==> config.mk <==
export PLATFORM = sky130hd
export DESIGN_NAME = gregorian_weekday_from_date_flat
export DESIGN_NICKNAME = d
export VERILOG_FILES = /design/src/design/gwd_pkg.sv /design/src/design/gwd_in_if.sv /design/src/design/gwd_out_if.sv /design/src/design/gregorian_weekday_from_date.sv /design/src/flat_wrapper.sv
export SDC_FILE = /design/constraint.sdc
export NUM_CORES = 1
export LEC_CHECK = 0
export BUFFER_PORTS_ARGS = -buffer_cell sky130_fd_sc_hd__buf_2
export CELL_PAD_IN_SITES_DETAIL_PLACEMENT = 1
export CELL_PAD_IN_SITES_GLOBAL_PLACEMENT = 1
export CORE_MARGIN = 2
export CORE_UTILIZATION = 30
export DETAILED_ROUTE_END_ITERATION = 16
export PLACE_DENSITY = 0.51
export SETUP_SLACK_MARGIN = 0.05
export SLEW_MARGIN = 5
export SYNTH_ARGS = -nofsm -noshare
export SYNTH_HDL_FRONTEND = slang
export SYNTH_SLANG_ARGS = --single-unit
==> constraint.sdc <==
create_clock -name clk -period 7.3 [get_ports clk]
set_input_delay 1.095 -clock clk [delete_from_list [all_inputs] [get_ports clk]]
set_output_delay 1.095 -clock clk [all_outputs]
set_load 0.01 [all_outputs]
==> src/design/gwd_pkg.sv <==
// ----------------------------------------------------------------------------
// gwd_pkg
// Shared types, constants and calendar tables for the Gregorian weekday unit.
// ----------------------------------------------------------------------------
package gwd_pkg;

  // Default width of the year field.
  localparam int YEAR_BITS_DEF = 14;

  // First year for which a weekday is given.
  localparam int FIRST_YEAR = 1600;

  // Division by 25 as a multiply by a reciprocal and a right shift.
  // Exact for dividends below 43690, which covers a year of up to 16 bits
  // after it has been divided by four.
  localparam logic [12:0] DIV25_MUL   = 13'd5243;
  localparam int          DIV25_SHIFT = 17;

  // Result status codes.
  typedef enum logic [1:0] {
    ST_OK         = 2'd0,
    ST_BAD_MONTH  = 2'd1,
    ST_BAD_DAY    = 2'd2,
    ST_EARLY_YEAR = 2'd3
  } status_t;

  // Month numbers.
  localparam logic [3:0] MON_JAN = 4'd1;
  localparam logic [3:0] MON_FEB = 4'd2;
  localparam logic [3:0] MON_MAR = 4'd3;
  localparam logic [3:0] MON_APR = 4'd4;
  localparam logic [3:0] MON_MAY = 4'd5;
  localparam logic [3:0] MON_JUN = 4'd6;
  localparam logic [3:0] MON_JUL = 4'd7;
  localparam logic [3:0] MON_AUG = 4'd8;
  localparam logic [3:0] MON_SEP = 4'd9;
  localparam logic [3:0] MON_OCT = 4'd10;
  localparam logic [3:0] MON_NOV = 4'd11;
  localparam logic [3:0] MON_DEC = 4'd12;

  // Number of days in a month; February depends on the leap flag.
  function automatic logic [4:0] month_days(input logic [3:0] month, input logic leap);
    logic [4:0] len;
    case (month)
      MON_FEB: len = leap ? 5'd29 : 5'd28;
      MON_APR, MON_JUN, MON_SEP, MON_NOV: len = 5'd30;
      default: len = 5'd31;
    endcase
    return len;
  endfunction

  // Weekday offset of each month's start, used with the March-based year.
  function automatic logic [2:0] month_shift(input logic [3:0] month);
    logic [2:0] sh;
    case (month)
      MON_JAN: sh = 3'd0;
      MON_FEB: sh = 3'd3;
      MON_MAR: sh = 3'd2;
      MON_APR: sh = 3'd5;
      MON_MAY: sh = 3'd0;
      MON_JUN: sh = 3'd3;
      MON_JUL: sh = 3'd5;
      MON_AUG: sh = 3'd1;
      MON_SEP: sh = 3'd4;
      MON_OCT: sh = 3'd6;
      MON_NOV: sh = 3'd2;
      MON_DEC: sh = 3'd4;
      default: sh = 3'd0;
    endcase
    return sh;
  endfunction

endpackage

==> src/design/gwd_in_if.sv <==
// ----------------------------------------------------------------------------
// gwd_in_if
// Valid/ready channel that carries one date word.
// ----------------------------------------------------------------------------
interface gwd_in_if
  import gwd_pkg::*;
#(
  parameter int YEAR_BITS = YEAR_BITS_DEF
);

  logic                 valid;
  logic                 ready;
  logic [4:0]           day_of_month;
  logic [3:0]           month_number;
  logic [YEAR_BITS-1:0] year_number;

  modport source (
    output valid, day_of_month, month_number, year_number,
    input  ready
  );

  modport sink (
    input  valid, day_of_month, month_number, year_number,
    output ready
  );

endinterface

==> src/design/gwd_out_if.sv <==
// ----------------------------------------------------------------------------
// gwd_out_if
// Valid/ready channel that carries one result word: status and weekday.
// ----------------------------------------------------------------------------
interface gwd_out_if;

  logic       valid;
  logic       ready;
  logic [1:0] status_code;
  logic [2:0] weekday;

  modport source (
    output valid, status_code, weekday,
    input  ready
  );

  modport sink (
    input  valid, status_code, weekday,
    output ready
  );

endinterface

==> src/design/gregorian_weekday_from_date.sv <==
// ----------------------------------------------------------------------------
// gregorian_weekday_from_date
// Checks a day, month and year and gives the Gregorian weekday (0 is Sunday).
// The unit is a four-stage pipeline: it takes one date word in every cycle
// and sustains one result word per cycle as long as the result side keeps
// taking words. The stages are: a reciprocal multiply that divides the
// year by 100, the month, day and year checks with the leap rule, the
// day-count sum, and a mod-7 fold that feeds the output register. Each stage
// stalls only when the stage after it is full and stalled, so bubbles are
// squeezed out and a date is still accepted while a finished result waits.
// The status is 0 for a good date, 1 for a bad month, 2 for a bad day and 3
// for a year before 1600; the weekday is 0 whenever the status is not 0.
// ----------------------------------------------------------------------------
module gregorian_weekday_from_date
  import gwd_pkg::*;
#(
  parameter int YEAR_BITS = YEAR_BITS_DEF
) (
  input  logic             clk,
  input  logic             rst,
  gwd_in_if.sink           dates,
  gwd_out_if.source        results
);

  // Quotient of a year by 100, product width of the reciprocal multiply,
  // width of the day-count sum and number of octal digits in it.
  localparam int QW = YEAR_BITS - 6;
  localparam int PW = YEAR_BITS + 11;
  localparam int SW = YEAR_BITS + 2;
  localparam int ND = (SW + 2) / 3;

  // Stage valid bits and advance enables.
  logic v1, v2, v3, v4;
  logic rdy1, rdy2, rdy3, rdy4;

  // Stage 1 registers.
  logic [4:0]           d1;
  logic [3:0]           m1;
  logic [YEAR_BITS-1:0] y1;
  logic [QW-1:0]        q1;

  // Stage 2 registers.
  status_t              status2;
  logic [YEAR_BITS-1:0] yy2;
  logic [QW-1:0]        qy2;
  logic [5:0]           sd2;

  // Stage 3 registers.
  status_t              status3;
  logic [SW-1:0]        sum3;

  // Stage 4 (output) registers.
  status_t              status4;
  logic [2:0]           wd4;

  // Combinational signals.
  logic [PW-1:0]        prod;
  logic [QW-1:0]        q_in;
  logic [YEAR_BITS-1:0] hund;
  logic                 century;
  logic                 leap;
  logic                 march_based;
  logic                 month_ok;
  logic                 day_ok;
  logic                 year_ok;
  status_t              status_next;
  logic [YEAR_BITS-1:0] yy_next;
  logic [QW-1:0]        qy_next;
  logic [5:0]           sd_next;
  logic [SW-1:0]        sum_next;
  logic [3*ND-1:0]      sum_pad;
  logic [5:0]           digit_sum;
  logic [3:0]           fold;
  logic [2:0]           wd_next;

  // Handshake: a stage loads when it is empty or its contents move on.
  assign rdy4          = !v4 || results.ready;
  assign rdy3          = !v3 || rdy4;
  assign rdy2          = !v2 || rdy3;
  assign rdy1          = !v1 || rdy2;
  assign dates.ready   = rdy1;
  assign results.valid = v4;
  assign results.status_code = status4;
  assign results.weekday     = wd4;

  // Stage 1: year divided by 100 as (year / 4) / 25 by reciprocal multiply.
  assign prod = PW'(dates.year_number >> 2) * PW'(DIV25_MUL);
  assign q_in = prod[DIV25_SHIFT +: QW];

  // Stage 2: leap rule, date checks and the March-based year.
  always_comb begin
    hund        = YEAR_BITS'({q1, 6'b0}) + YEAR_BITS'({q1, 5'b0}) + YEAR_BITS'({q1, 2'b0});
    century     = (y1 == hund);
    leap        = (y1[1:0] == 2'b00) && (!century || (q1[1:0] == 2'b00));
    month_ok    = (m1 >= MON_JAN) && (m1 <= MON_DEC);
    day_ok      = (d1 != 5'd0) && (d1 <= month_days(m1, leap));
    year_ok     = (y1 >= YEAR_BITS'(FIRST_YEAR));
    march_based = (m1 < MON_MAR);
    if (!month_ok) begin
      status_next = ST_BAD_MONTH;
    end else if (!day_ok) begin
      status_next = ST_BAD_DAY;
    end else if (!year_ok) begin
      status_next = ST_EARLY_YEAR;
    end else begin
      status_next = ST_OK;
    end
    // January and February count in the previous year.
    yy_next = march_based ? (y1 - YEAR_BITS'(1)) : y1;
    qy_next = (march_based && century) ? (q1 - QW'(1)) : q1;
    sd_next = 6'(month_shift(m1)) + 6'(d1);
  end

  // Stage 3: day count yy + yy/4 - yy/100 + yy/400 + shift + day.
  assign sum_next = SW'(yy2) + SW'(yy2 >> 2) - SW'(qy2) + SW'(qy2 >> 2) + SW'(sd2);

  // Stage 4: mod 7 by summing octal digits, since 8 is 1 modulo 7.
  assign sum_pad = (3*ND)'(sum3);
  always_comb begin
    digit_sum = '0;
    for (int i = 0; i < ND; i++) begin
      digit_sum = digit_sum + 6'(sum_pad[3*i +: 3]);
    end
    fold    = 4'(digit_sum[5:3]) + 4'(digit_sum[2:0]);
    wd_next = (fold >= 4'd7) ? 3'(fold - 4'd7) : fold[2:0];
  end

  // Pipeline registers.
  always_ff @(posedge clk) begin
    if (rst) begin
      v1 <= 1'b0;
      v2 <= 1'b0;
      v3 <= 1'b0;
      v4 <= 1'b0;
    end else begin
      if (rdy1) v1 <= dates.valid;
      if (rdy2) v2 <= v1;
      if (rdy3) v3 <= v2;
      if (rdy4) v4 <= v3;
    end
    if (rdy1) begin
      d1 <= dates.day_of_month;
      m1 <= dates.month_number;
      y1 <= dates.year_number;
      q1 <= q_in;
    end
    if (rdy2) begin
      status2 <= status_next;
      yy2     <= yy_next;
      qy2     <= qy_next;
      sd2     <= sd_next;
    end
    if (rdy3) begin
      status3 <= status2;
      sum3    <= sum_next;
    end
    if (rdy4) begin
      status4 <= status3;
      wd4     <= (status3 == ST_OK) ? wd_next : 3'd0;
    end
  end

`ifndef SYNTHESIS
  // A failed check never carries a weekday.
  assert property (@(posedge clk) disable iff (rst)
    (v4 && (status4 != ST_OK)) |-> (wd4 == 3'd0))
    else $error("weekday set on a result word with a bad status");

  // The weekday always lies in Sunday through Saturday.
  assert property (@(posedge clk) disable iff (rst)
    v4 |-> (wd4 <= 3'd6))
    else $error("weekday out of range");

  // Reset empties the pipeline.
  assert property (@(posedge clk)
    $past(rst) |-> (!v1 && !v2 && !v3 && !v4))
    else $error("pipeline not empty after reset");

  // A full pipeline with a stalled output takes no new date word.
  assert property (@(posedge clk) disable iff (rst)
    (v1 && v2 && v3 && v4 && !results.ready) |-> !dates.ready)
    else $error("date word accepted into a full, stalled pipeline");

  // A word in stage 2 moves to stage 3 whenever stage 3 can take it.
  assert property (@(posedge clk) disable iff (rst)
    (v2 && rdy3) |=> v3)
    else $error("word lost between stage 2 and stage 3");
`endif

endmodule
==> src/flat_wrapper.sv <==
// flat-port wrapper written by rule: the top's interface ports become plain ports
module gregorian_weekday_from_date_flat import gwd_pkg::*;
#(
  parameter int YEAR_BITS = YEAR_BITS_DEF
)
  (clk, rst, dates_valid, dates_day_of_month, dates_month_number, dates_year_number, dates_ready, results_valid, results_status_code, results_weekday, results_ready);
  gwd_in_if #(.YEAR_BITS(YEAR_BITS)) dates_i ();
  gwd_out_if results_i ();
  input  logic clk;
  input  logic rst;
  input wire logic [$bits(dates_i.valid)-1:0] dates_valid;
  input wire logic [$bits(dates_i.day_of_month)-1:0] dates_day_of_month;
  input wire logic [$bits(dates_i.month_number)-1:0] dates_month_number;
  input wire logic [$bits(dates_i.year_number)-1:0] dates_year_number;
  output wire logic [$bits(dates_i.ready)-1:0] dates_ready;
  output wire logic [$bits(results_i.valid)-1:0] results_valid;
  output wire logic [$bits(results_i.status_code)-1:0] results_status_code;
  output wire logic [$bits(results_i.weekday)-1:0] results_weekday;
  input wire logic [$bits(results_i.ready)-1:0] results_ready;
  assign dates_i.valid = dates_valid;
  assign dates_i.day_of_month = dates_day_of_month;
  assign dates_i.month_number = dates_month_number;
  assign dates_i.year_number = dates_year_number;
  assign dates_ready = dates_i.ready;
  assign results_valid = results_i.valid;
  assign results_status_code = results_i.status_code;
  assign results_weekday = results_i.weekday;
  assign results_i.ready = results_ready;
  gregorian_weekday_from_date #(.YEAR_BITS(YEAR_BITS)) u_core (.clk(clk), .rst(rst), .dates(dates_i), .results(results_i));
endmodule
==> flow_summary.ini <==
[outcome]
outcome = finished, final reports clean

[finish]
fin_nets = 1145
register_area_um2 = 2660
nFillCells = 3403
syn_to_final_growth_pct = 10.7
antenna_cells = 0
drive_gt1_share_pct = 7.17
multi_input_area_um2 = 5690

[floorplan]
core_um2 = 29600
row_count = 63
die_x_um = 178
start_util_pct = 30.5
io_pins = 34
die_h_um = 178
dieArea_um2 = 31500

[place]
gp_congestion = 0.764
numPortBuffers = 33
place_hpwl_um = 16200

[critical_path]
cpMostUsedCell = fa_1
cp_cell_sequence = buf_2, inv_1, fa_1, fa_1, inv_1, fa_1, fa_1, inv_1, fa_1, inv_1, ha_1, o21ai_0, a21oi_1, nand3b_1, a31oi_1, mux2i_1, o2111ai_1
arrival_ps = 5650
worst-path-stages = 17
crit_end = u_core.q1[7]
crit_path_start_kind = primary input
critPathTopFamily = adder cells
rr_worst_depth = 16
worst-setup-path-type = in -> reg
path_max_fanout = 6
r2r_start = u_core.sum3[0]
reg2reg_slack_ps = 2730
worstPathRequired_ps = 7400
cp_slowest_cell = fa_1
r2r_end = u_core.results.weekday[1]
worstSetupEndpointType = register
path_buf_inv = 5
setup.worst_path.start = dates_year_number[8]
slowest_delay_ps = 540

[clocking]
htreeDepth = 3
cts.repair.resized = 0
holdBufCountCts = 0
cts.sinks = 91
cts_root_buf = clkbuf_16
clkTransAtPathRegs_ps = 80
cts-buffers-inserted = 9
clk_latency_ps = 360
cts_tree = built
post_cts_buffers = 0
cts_buffer_depth = 2

[sta]
min_period_over_period_pct = 76.1
tightest_slew_ps = 1120
min_period_ps = 5550
clock_skew_ps = 16.6
finalHoldViolations = 0
setup_viol = 0
rsz0062_at_grt = no
fmax_ghz = 0.180
drv_slew = 0
slew_headroom_pct = 25.4
tns_ps = 0

[global_routing]
grt.total_usage_pct = 12.9
antenna_found_initial = 0
grt-ovfl-total = 0
grt_pass1_wl_um = 31700
grt_pass1_vias = 6208
grt_max_degree = 38

[logic_synthesis]
synth_most_common_cell = inv_1
syn-mean-instance-area_um2 = 10.7
async_flop_share_pct = 0
yosysWarnings = 0
yosysSeqAreaShare_pct = 29.5
syn_inst = 843
ys_seq_elements = 91
yosys.area.top_type = edfxtp_1
synth.top_cells.by_area = edfxtp_1, ha_1, fa_1, inv_1, xnor2_1
yosys-top-cells-count = inv_1, ha_1, edfxtp_1
syn_nets = 1101
yosysUniqueCellTypes = 52
synth_top_area_share_pct = 27.9
synth_area_um2 = 9040
synth-edff-count = 84
synthFlopType = edfxtp_1

[routing]
dr_total_vias = 5825
drt.antenna.violating_nets = 0
dr.pass1.iters = 4
dr.first_iter.drc_count = 213
drc = 0
wirelength_um = 19000
routedWlPerCell_um = 14.8
vias_per_cell = 4.54

[min_path]
hp-start = u_core.status2[1]
hp-class = reg -> reg

[job]
maxCapViolCount = 0
per-stage QoR:
step                      cells  hold slack [ps]  util (%)  worst slack (ps)  area (um2)
final                      1282              427      33.7              1750       10000
after global routing       1282              453      33.7              1440       10000
after CTS                  1282              432      33.7              1680       10000
after detailed placement   1266              413      32.7              1310        9700
after global placement     1266              416      32.7              1470        9700
after floorplan             843              400         -              2060        9040
state kept, by name, summed over array words and instances (netlist names), named ones only:
signal                      count
u_core.d1                       5
u_core.m1                       4
u_core.q1                       8
u_core.qy2                      8
u_core.results.status_code      2
u_core.results.valid            1
u_core.results.weekday          3
u_core.sd2                      6
u_core.status2                  2
u_core.status3                  2
u_core.sum3                    16
u_core.v1                       1
u_core.v2                       1
u_core.v3                       1
u_core.y1                      14
u_core.yy2                     14
worst min path at each step:
stage | end | depth (start not counted)
finish | u_core.status3[1] | 0
global route | u_core.status3[1] | 0
CTS | u_core.status3[1] | 0
detailed placement | u_core.status3[1] | 0
global placement | u_core.status3[1] | 0
floorplan | u_core.status3[0] | 0
final cells by class:
cell class	instances	area share [%]
Multi-Input combinational cell	568	56.8
Sequential cell	91	26.6
Inverter	183	6.87
Tap cell	390	4.88
Clock buffer	9	2.25
Timing Repair Buffer	34	1.73
Clock inverter	7	0.813
kinds of logic after synthesis:
logic type                 after synthesis  share of synthesized area, %
AOI/OAI and AO/OA                      127                          9.40
buffers and inverters                  184                          7.64
DFF                                     91                          29.5
muxes                                    9                         0.997
xor gates and xnor gates                74                          7.17
and+or+nand+nor                        127                          7.19
adders and majority gates              231                          38.1
per-layer routing:
layer,global-route usage [%],part of all wire (%)
met1,17.3,49
met5,0,0
met3,2.21,1.7
met4,2.63,0.76
met2,22.0,48
placed cells by master, fill, tap and decap left out, types with 6 or more instances in the layout:
master and instances:
o21a_1 13, nor2b_1 9, nor2_1 24, nand2_1 34
mux2i_1 9, o21bai_1 6, a21o_1 18, dfxtp_1 7
buf_2 33, inv_1 183, edfxtp_1 84, clkbuf_16 9
xnor2_1 50, nor3_1 16, nand3_1 14, a21oi_1 37
a211oi_1 8, xor2_1 24, fa_1 74, ha_1 157
o21ai_0 15
worst reg2reg max path: cells and delay by family (launching register included):
kind            cells  cell delay, ps
fa+ha+maj           9            3110
flops               1             370
compound gates      1             240
mux                 1             230
buf+inv             3             170
xor+xnor            1             150
simple gates        1              60
Power is not shown: default switching activity piles up to over one toggle a cycle in this logic, so the estimate is an artifact.
